### src/hw/rtl/bdab_pkg.sv
// bdab_pkg: shared constants, types and weight functions for the binary to
// decimal ascii converter with leading-zero blanking
// no dependencies; used by bdab_cell and binary_to_decimal_ascii_blanking
package bdab_pkg;

    localparam int DIGITS  = 7;
    localparam int VALUE_W = 32;
    localparam int CHAR_W  = 6;

    localparam logic [CHAR_W-1:0] CHAR_ZERO  = 6'd48;
    localparam logic [CHAR_W-1:0] CHAR_SPACE = 6'd32;

    function automatic logic [35:0] pow10(input int n);
        logic [35:0] p;
        p = 36'd1;
        for (int i = 0; i < n; i++) begin
            p = p * 36'd10;
        end
        return p;
    endfunction

    localparam logic [35:0] LIMIT = pow10(DIGITS);
    localparam int REM_W = $clog2(LIMIT);
    localparam int POS_W = (DIGITS > 1) ? $clog2(DIGITS) : 1;

    typedef logic [REM_W-1:0]  t_rem;
    typedef logic [POS_W-1:0]  t_pos;
    typedef logic [3:0]        t_digit;
    typedef logic [CHAR_W-1:0] t_char;

    typedef struct packed {
        logic ovf;
        logic blank;
        logic lead;
        t_rem rem;
    } t_cell;

    // d times the decimal weight of position pos (pos 0 is most significant)
    function automatic t_rem weight_mult(input t_pos pos, input t_digit d);
        logic [35:0] w;
        logic [39:0] m;
        w = 36'd1;
        for (int i = 0; i < DIGITS - 1; i++) begin
            if (i < DIGITS - 1 - int'(pos)) begin
                w = w * 36'd10;
            end
        end
        m = {4'b0, w} * {36'b0, d};
        return m[REM_W-1:0];
    endfunction

endpackage

### src/hw/rtl/bdab_cell.sv
// bdab_cell: one decimal position of the converter chain
// extracts its digit from the remainder, forms the character, hands the rest on
// depends on bdab_pkg
module bdab_cell (
    input  logic              i_clk,
    input  logic              i_rst_n,
    input  bdab_pkg::t_pos    i_pos,
    input  logic              i_en,
    input  logic              i_vld,
    input  bdab_pkg::t_cell   i_d,
    output logic              o_vld,
    output bdab_pkg::t_cell   o_next,
    output bdab_pkg::t_char   o_char,
    output logic              o_last,
    output logic              o_ovf
);

    logic             r_vld;
    bdab_pkg::t_cell  r_d;
    bdab_pkg::t_digit w_dig;
    bdab_pkg::t_rem   w_sub;
    bdab_pkg::t_rem   w_mult;
    logic             w_last;
    logic             w_blank;

    always_ff @(posedge i_clk) begin
        if (!i_rst_n) begin
            r_vld <= 1'b0;
        end else if (i_en) begin
            r_vld <= i_vld;
        end
    end

    always_ff @(posedge i_clk) begin
        if (i_en) begin
            r_d <= i_d;
        end
    end

    always_comb begin
        w_dig  = 4'd0;
        w_sub  = '0;
        w_mult = '0;
        for (int d = 1; d < 10; d++) begin
            w_mult = bdab_pkg::weight_mult(i_pos, 4'(d));
            if (r_d.rem >= w_mult) begin
                w_dig = 4'(d);
                w_sub = w_mult;
            end
        end
        if (r_d.ovf) begin
            w_dig = 4'd9;
        end
    end

    assign w_last  = (i_pos == bdab_pkg::POS_W'(bdab_pkg::DIGITS - 1));
    assign w_blank = r_d.blank && r_d.lead && !w_last && (w_dig == 4'd0);

    assign o_vld        = r_vld;
    assign o_char       = w_blank ? bdab_pkg::CHAR_SPACE
                                  : bdab_pkg::CHAR_ZERO + {2'b00, w_dig};
    assign o_last       = w_last;
    assign o_ovf        = r_d.ovf;
    assign o_next.ovf   = r_d.ovf;
    assign o_next.blank = r_d.blank;
    assign o_next.lead  = w_blank;
    assign o_next.rem   = r_d.rem - w_sub;

endmodule

### src/hw/rtl/binary_to_decimal_ascii_blanking.sv
// binary_to_decimal_ascii_blanking: binary value to ascii decimal characters
// top level; a row of bdab_cell positions feeding one output register
// depends on bdab_pkg and bdab_cell
//
// usage:
//   input channel i_valid / o_stall / i_value carries one 32-bit unsigned value
//   per item. output channel o_valid / i_stall gives one character per item:
//   o_digit_char, o_last_char on the least significant one, o_overflow on all
//   characters of a value above the largest the digits can show (shown as 9s).
//   config channel i_cfg_valid / o_cfg_ready / i_cfg_data sets blank_zeros;
//   write it only while idle. o_cfg_ready is always high.
// timing:
//   a value enters the first cell and moves one cell per cycle unless the
//   output stalls; each cell emits its character into the output register.
//   the row takes no new value while the previous one is short of its last cell;
//   the next value is taken in the cycle the last character leaves the row.
// reset: the row and output register empty, blank_zeros set to 1.
// stall: when i_stall holds a waiting character the whole row freezes; a new
//   value is still taken into an empty row.
module binary_to_decimal_ascii_blanking (
    input  logic        i_clk,
    input  logic        i_rst_n,
    input  logic        i_valid,
    output logic        o_stall,
    input  logic [31:0] i_value,
    output logic        o_valid,
    input  logic        i_stall,
    output logic [5:0]  o_digit_char,
    output logic        o_last_char,
    output logic        o_overflow,
    input  logic        i_cfg_valid,
    output logic        o_cfg_ready,
    input  logic        i_cfg_data
);

    localparam int NDIG = bdab_pkg::DIGITS;
    localparam logic [NDIG-1:0] LAST_MASK = NDIG'(1) << (NDIG - 1);

    logic                 r_blank;
    logic                 r_out_vld;
    bdab_pkg::t_char      r_char;
    logic                 r_last;
    logic                 r_ovf;

    logic                 w_adv;
    logic                 w_ready;
    logic                 w_acc;
    logic [35:0]          w_value_x;
    bdab_pkg::t_cell      w_load;
    logic [NDIG-1:0]      w_busy;
    bdab_pkg::t_cell      w_next [NDIG];
    bdab_pkg::t_char      w_char [NDIG];
    logic [NDIG-1:0]      w_last;
    logic [NDIG-1:0]      w_ovf;
    bdab_pkg::t_char      w_sel_char;
    logic                 w_sel_last;
    logic                 w_sel_ovf;

    assign o_cfg_ready = 1'b1;

    always_ff @(posedge i_clk) begin
        if (!i_rst_n) begin
            r_blank <= 1'b1;
        end else if (i_cfg_valid) begin
            r_blank <= i_cfg_data;
        end
    end

    assign w_adv   = !r_out_vld || !i_stall;
    assign w_ready = (w_busy == '0) || (w_adv && (w_busy == LAST_MASK));
    assign w_acc   = i_valid && w_ready;
    assign o_stall = !w_ready;

    assign w_value_x    = {4'b0000, i_value};
    assign w_load.ovf   = (w_value_x >= bdab_pkg::LIMIT);
    assign w_load.blank = r_blank;
    assign w_load.lead  = 1'b1;
    assign w_load.rem   = w_value_x[bdab_pkg::REM_W-1:0];

    for (genvar k = 0; k < NDIG; k++) begin : g_cell
        if (k == 0) begin : g_first
            bdab_cell u_cell (
                .i_clk   (i_clk),
                .i_rst_n (i_rst_n),
                .i_pos   (bdab_pkg::POS_W'(k)),
                .i_en    (w_adv || w_acc),
                .i_vld   (w_acc),
                .i_d     (w_load),
                .o_vld   (w_busy[k]),
                .o_next  (w_next[k]),
                .o_char  (w_char[k]),
                .o_last  (w_last[k]),
                .o_ovf   (w_ovf[k])
            );
        end else begin : g_rest
            bdab_cell u_cell (
                .i_clk   (i_clk),
                .i_rst_n (i_rst_n),
                .i_pos   (bdab_pkg::POS_W'(k)),
                .i_en    (w_adv),
                .i_vld   (w_busy[k-1]),
                .i_d     (w_next[k-1]),
                .o_vld   (w_busy[k]),
                .o_next  (w_next[k]),
                .o_char  (w_char[k]),
                .o_last  (w_last[k]),
                .o_ovf   (w_ovf[k])
            );
        end
    end

    // at most one cell holds an item
    always_comb begin
        w_sel_char = '0;
        w_sel_last = 1'b0;
        w_sel_ovf  = 1'b0;
        for (int k = 0; k < NDIG; k++) begin
            if (w_busy[k]) begin
                w_sel_char = w_char[k];
                w_sel_last = w_last[k];
                w_sel_ovf  = w_ovf[k];
            end
        end
    end

    always_ff @(posedge i_clk) begin
        if (!i_rst_n) begin
            r_out_vld <= 1'b0;
        end else if (w_adv) begin
            r_out_vld <= |w_busy;
        end
    end

    always_ff @(posedge i_clk) begin
        if (w_adv) begin
            r_char <= w_sel_char;
            r_last <= w_sel_last;
            r_ovf  <= w_sel_ovf;
        end
    end

    assign o_valid      = r_out_vld;
    assign o_digit_char = r_char;
    assign o_last_char  = r_last;
    assign o_overflow   = r_ovf;

endmodule

### config.mk
export PLATFORM = sky130hd
export DESIGN_NAME = binary_to_decimal_ascii_blanking
export DESIGN_NICKNAME = d
export VERILOG_FILES = /design/src/hw/rtl/bdab_pkg.sv /design/src/hw/rtl/bdab_cell.sv /design/src/hw/rtl/binary_to_decimal_ascii_blanking.sv
export SDC_FILE = /design/constraint.sdc
export NUM_CORES = 1
export LEC_CHECK = 0
export BUFFER_PORTS_ARGS = -buffer_cell sky130_fd_sc_hd__buf_2
export CAP_MARGIN = 20
export CELL_PAD_IN_SITES_DETAIL_PLACEMENT = 1
export CELL_PAD_IN_SITES_GLOBAL_PLACEMENT = 1
export CORE_MARGIN = 2
export CORE_UTILIZATION = 45
export CTS_CLUSTER_SIZE = 10
export DETAILED_ROUTE_END_ITERATION = 8
export PLACE_DENSITY_LB_ADDON = 0.1
export SYNTH_ARGS = -nofsm -noshare
export SYNTH_HDL_FRONTEND = slang
export SYNTH_SLANG_ARGS = --single-unit
export TNS_END_PERCENT = 1
### constraint.sdc
create_clock -name i_clk -period 5.6 [get_ports i_clk]
set_clock_uncertainty 0.1 [all_clocks]
set_input_delay 1.12 -clock i_clk [delete_from_list [all_inputs] [get_ports i_clk]]
set_output_delay 1.12 -clock i_clk [all_outputs]
set_load 0.02 [all_outputs]
==> tab_implementation.tex <==
\begin{tabular}{lr}
\hline
Metric & Value \\
\hline
\multicolumn{2}{l}{\textbf{Status}} \\
Result of the run & complete, no violations \\
\multicolumn{2}{l}{\textbf{Clocking}} \\
Number of hold buffers added after CTS & 0 \\
TritonCTS Buffers & 26 \\
Number of setup buffers added after CTS & 0 \\
CTS max path bufs & 3 \\
Root Driver & clkbuf\_16 \\
TritonCTS clock tree & done \\
Clock latency on the worst-skew pair & roughly 0.53 ns \\
Count of H-tree levels built during CTS & 1 \\
Clock-pin transition on the worst setup and hold timing paths & 0.06 ns \\
Clock net sink count & 203 \\
\multicolumn{2}{l}{\textbf{Global route}} \\
Remaining Overflow, GRT & 0 \\
Number of global-route vias before repair & about 11000 \\
Maximum number of pins on one net before global-route repair & 105 \\
Global-route wire length before repair & 55900 µm \\
Total global-route track usage & between 20\% and 30\% \\
Number of antenna violations at the first check in global routing & 0 \\
\multicolumn{2}{l}{\textbf{Yosys}} \\
Fraction of the yosys area taken by sequential cells & 45.6\% \\
Compound-gate portion of the synthesized area & between 10\% and 20\% \\
Mean cell area of the mapped netlist & 9.78 µm² \\
Synth Flop Type & edfxtp\_1 \\
Top cell type's share of synthesized area & 44.3\% \\
Share of synthesized cell area in and, or, nand and nor gates & 19.5\% \\
Post-synth cell types & 76 \\
Proportion of synthesized area in mux cells & less than 1\% \\
Number of instances in the synthesized netlist & approximately 1300 \\
Post-synthesis sequential element count & 203 \\
Share of flip-flops with an asynchronous set or reset & 0\% \\
Combinational family with the most area after synthesis & simple AND/OR/NAND/NOR gates \\
Post-synth EDFFs & 194 \\
Adder and majority cell fraction of the synthesized area & under 10\% \\
Post-synthesis instance area & about 0.013 mm² \\
Library cell with the largest summed area after synthesis & edfxtp\_1 \\
Number of warnings printed during yosys synthesis & 0 \\
Post-Synth XOR/XNOR Area & $\sim$6.4\% \\
Area contributors post-synth & edfxtp\_1 44\%, ha\_1 6.5\%, xnor2\_1 3.9\% \\
Post-synthesis net count & 1457 \\
\multicolumn{2}{l}{\textbf{Drt}} \\
Total wirelength of the detailed-routed design & between 30000 and 40000 µm \\
Vias after detailed routing & between 10000 and 15000 \\
Vias per std cell & between 5 and 6 \\
Remaining antenna violation count after routing & 0 \\
DRC violation count after routing & 0 \\
Number of search-and-repair iterations in the first detailed-routing pass & 5 \\
Starting DRC count in detailed routing & $\sim$650 \\
Routed wire per std cell & between 15 and 20 µm \\
\multicolumn{2}{l}{\textbf{Hold path}} \\
Min-Delay Path Depth & 0 \\
Worst Hold End & g\_cell[3].g\_rest.u\_cell.r\_d[3] \\
Hold Crit Class & flop to flop \\
Hold Crit Start & g\_cell[2].g\_rest.u\_cell.r\_d[3] \\
\multicolumn{2}{l}{\textbf{Floorplanning}} \\
Core box area & about 0.029 mm² \\
Die Ht & approximately 180 µm \\
Starting density of the core & a little under half \\
Number of cell rows & between 60 and 70 \\
Total die area & 0.0306 mm² \\
Number of ports placed on the die boundary & $\sim$50 \\
Die extent in x & roughly 180 µm \\
\multicolumn{2}{l}{\textbf{Worst setup path}} \\
CP required & just under 6 ns \\
Highest-delay cell along the critical path & or4\_4 \\
Reg-to-reg critical path startpoint & g\_cell[2].g\_rest.u\_cell.r\_d[19] \\
Setup crit start kind & flop \\
Capturing point of the worst reg2reg path & g\_cell[3].g\_rest.u\_cell.r\_d[20] \\
R2r worst-path depth & 18 \\
Arrival time of data at the critical path endpoint & $\sim$5.5 ns \\
Maximum single-stage delay on the critical path & between 0.5 and 0.6 ns \\
Kind of critical path & flop to flop \\
Chain of cells forming the critical path & or4\_4 -> or4\_4 -> or3\_1 -> a211o\_1 -> a221oi\_2 -> or2\_2 -> ha\_1 -> inv\_1 -> fa\_1 -> a21o\_1 -> a211oi\_1 -> nor2\_1 -> o211a\_1 -> o21a\_1 -> o21a\_1 -> o41ai\_2 -> nand3b\_1 -> xnor2\_1 \\
Crit end category & flop \\
Worst-case register-to-register setup slack & $\sim$0.26 ns \\
Top fanout value on the critical path & 4 \\
\multicolumn{2}{l}{\textbf{Timing}} \\
Top achievable clock speed & approximately 190 MHz \\
Period minus WS final & $\sim$5.3 ns \\
Setup violations, final & 0 \\
RSZ-0062 raised after global routing & false \\
Final Hold Fails & 0 \\
Normalized max-slew margin & 37.8\% \\
Total negative slack & 0 ns \\
Actual transition at the worst max-transition pin & 0.932 ns \\
Final slew viol count & 0 \\
Period utilisation layout & between 90\% and 100\% \\
\multicolumn{2}{l}{\textbf{Placed design}} \\
Buffers on Ports & 47 \\
Weighted congestion reported at the end of routability-driven placement & about 0.86 \\
Detail Placement HPWL & $\sim$26000 µm \\
\multicolumn{2}{l}{\textbf{Finish}} \\
Final Core Density & about half \\
P\&R area growth vs syn & 11.4\% \\
Post-layout net count & about 1500 \\
Layout cell share with drive strength beyond 1 & a little under a tenth \\
Number of antenna diodes & 0 \\
\multicolumn{2}{l}{\textbf{Power}} \\
Highest ir drop seen on vdd & roughly 0.00024 V \\
Reported leakage power & 5.59 nW \\
Power density over the cells & 493 mW/mm² \\
\multicolumn{2}{l}{\textbf{Run}} \\
Max-capacitance violation count & 0 \\
\hline
\end{tabular}
state kept, by name, summed over array words and instances (netlist names):
name / count
o_last_char: 1
g_cell.g_rest.u_cell.o_ovf: 6
g_cell.g_rest.u_cell.o_next: 5
g_cell.g_first.u_cell.o_ovf: 1
r_blank: 1
o_digit_char: 6
g_cell.g_first.u_cell.o_next: 1
g_cell.g_rest.u_cell.r_d: 149
g_cell.g_first.u_cell.r_d: 24
g_cell.g_first.u_cell.o_vld: 1
g_cell.g_rest.u_cell.o_vld: 6
o_overflow: 1
o_valid: 1
cell type report:
type | count | area (µm²)
Fill cell | 3211 | 14100
Multi-Input combinational cell | 1034 | 6770
Sequential cell | 203 | 6010
Clock buffer | 41 | 717
Tap cell | 384 | 480
Timing Repair Buffer | 59 | 358
Inverter | 61 | 234
Clock inverter | 6 | 92.6
worst max path at each step:
stage / start / endpoint
floorplan: i_stall / g_cell[1].g_rest.u_cell.o_next[25]
global placement: g_cell[2].g_rest.u_cell.r_d[19] / g_cell[3].g_rest.u_cell.r_d[20]
detailed placement: g_cell[2].g_rest.u_cell.r_d[19] / g_cell[3].g_rest.u_cell.r_d[20]
CTS: g_cell[2].g_rest.u_cell.r_d[19] / g_cell[3].g_rest.u_cell.r_d[20]
global route: g_cell[2].g_rest.u_cell.r_d[19] / g_cell[3].g_rest.u_cell.r_d[20]
finish: g_cell[2].g_rest.u_cell.r_d[19] / g_cell[3].g_rest.u_cell.r_d[20]
worst max-delay path: cells and delay by family (launching register included):
family          cells  cell delay, ns
simple gates        6            1.92
compound gates      8            1.86
fa+ha+maj           2            0.54
flops               1            0.45
xor+xnor            1            0.15
buf+inv             1            0.06
per-layer routing:
layer | track usage [%] | wire [µm] | vias to the layer above
li1 | - | - | 5108
met4 | 6.56 | 913 | 0
met3 | 2.52 | 808 | 66
met5 | 0 | 0 | -
met2 | 41.6 | 17800 | 146
met1 | 27.2 | 14700 | 5096
layout by cell type, fill, tap and decap left out, types with 14 or more instances in the layout:
cell and n:
edfxtp_1 194, nand2_1 130, nor2_1 120, a21oi_1 82, o21ai_0 73, ha_1 68, inv_1 59, xnor2_1 58
buf_2 47, nor3_1 43, xor2_1 38, nor4_1 36, nand3_1 31, clkbuf_16 26, o21a_1 25, nand2b_1 24
nor2b_1 20, a21o_1 19, a31oi_1 18, or2_2 17, clkbuf_1 14
cells in the mapped netlist, types with 10 or more instances:
cell type    n
nor2_1     121
a21o_1      19
and3_1      11
or3_1       13
a211oi_1    12
a21boi_0    13
nor3_1      45
xor2_1      38
or2_2       17
inv_1       60
a211o_1     10
ha_1        68
nand3_1     31
o21a_1      25
xnor2_1     58
edfxtp_1   194
a21oi_1     82
a31oi_1     18
nor2b_1     20
nor4_1      37
o21ai_0     73
or4_1       14
nand4_1     10
nand2b_1    24
clkbuf_1    43
o31ai_1     13
nand2_1    130
power breakdown:
| part | total [W] | leakage (nW) | switching, W | internal, W |
|---|---|---|---|---|
| sequential | 0.00319 | 2.09 | 0.000766 | 0.00242 |
| clock | 0.00159 | 0.385 | 0.000624 | 0.000966 |
| combinational | 0.00245 | 3.12 | 0.00135 | 0.00110 |
| total | 0.00723 | 5.59 | 0.00274 | 0.00449 |
cell families after synthesis:
| kind of cell | count (synthesis) |
|---|---|
| other cells | 1 |
| fa+ha+maj | 74 |
| mux | 2 |
| buf+inv | 108 |
| compound gates | 351 |
| flops | 203 |
| xor+xnor | 96 |
| simple gates | 510 |
through the flow:
stage               worst slack (ns)  hold WS, ns  cell area (µm²)  total power [W]  std cells
CTS                            0.111        0.317            14600          0.00727       1787
floorplan                      0.196        0.300            13200          0.00485       1345
detailed placement             0.161        0.306            13800          0.00564       1740
finish                         0.258        0.318            14700          0.00723       1788
global route                  0.0236        0.326            14700          0.00773       1788
global placement               0.307        0.302            13800          0.00556       1740
timing repair:
| action | 4_1_cts | 5_1_grt |
|---|---|---|
| endpoints found under the setup margin | 0 | 10 |
| resized for setup | 0 | 6 |
| endpoints found under the hold margin | 0 | 0 |
Note: power is estimated with default switching activity, not from simulation.
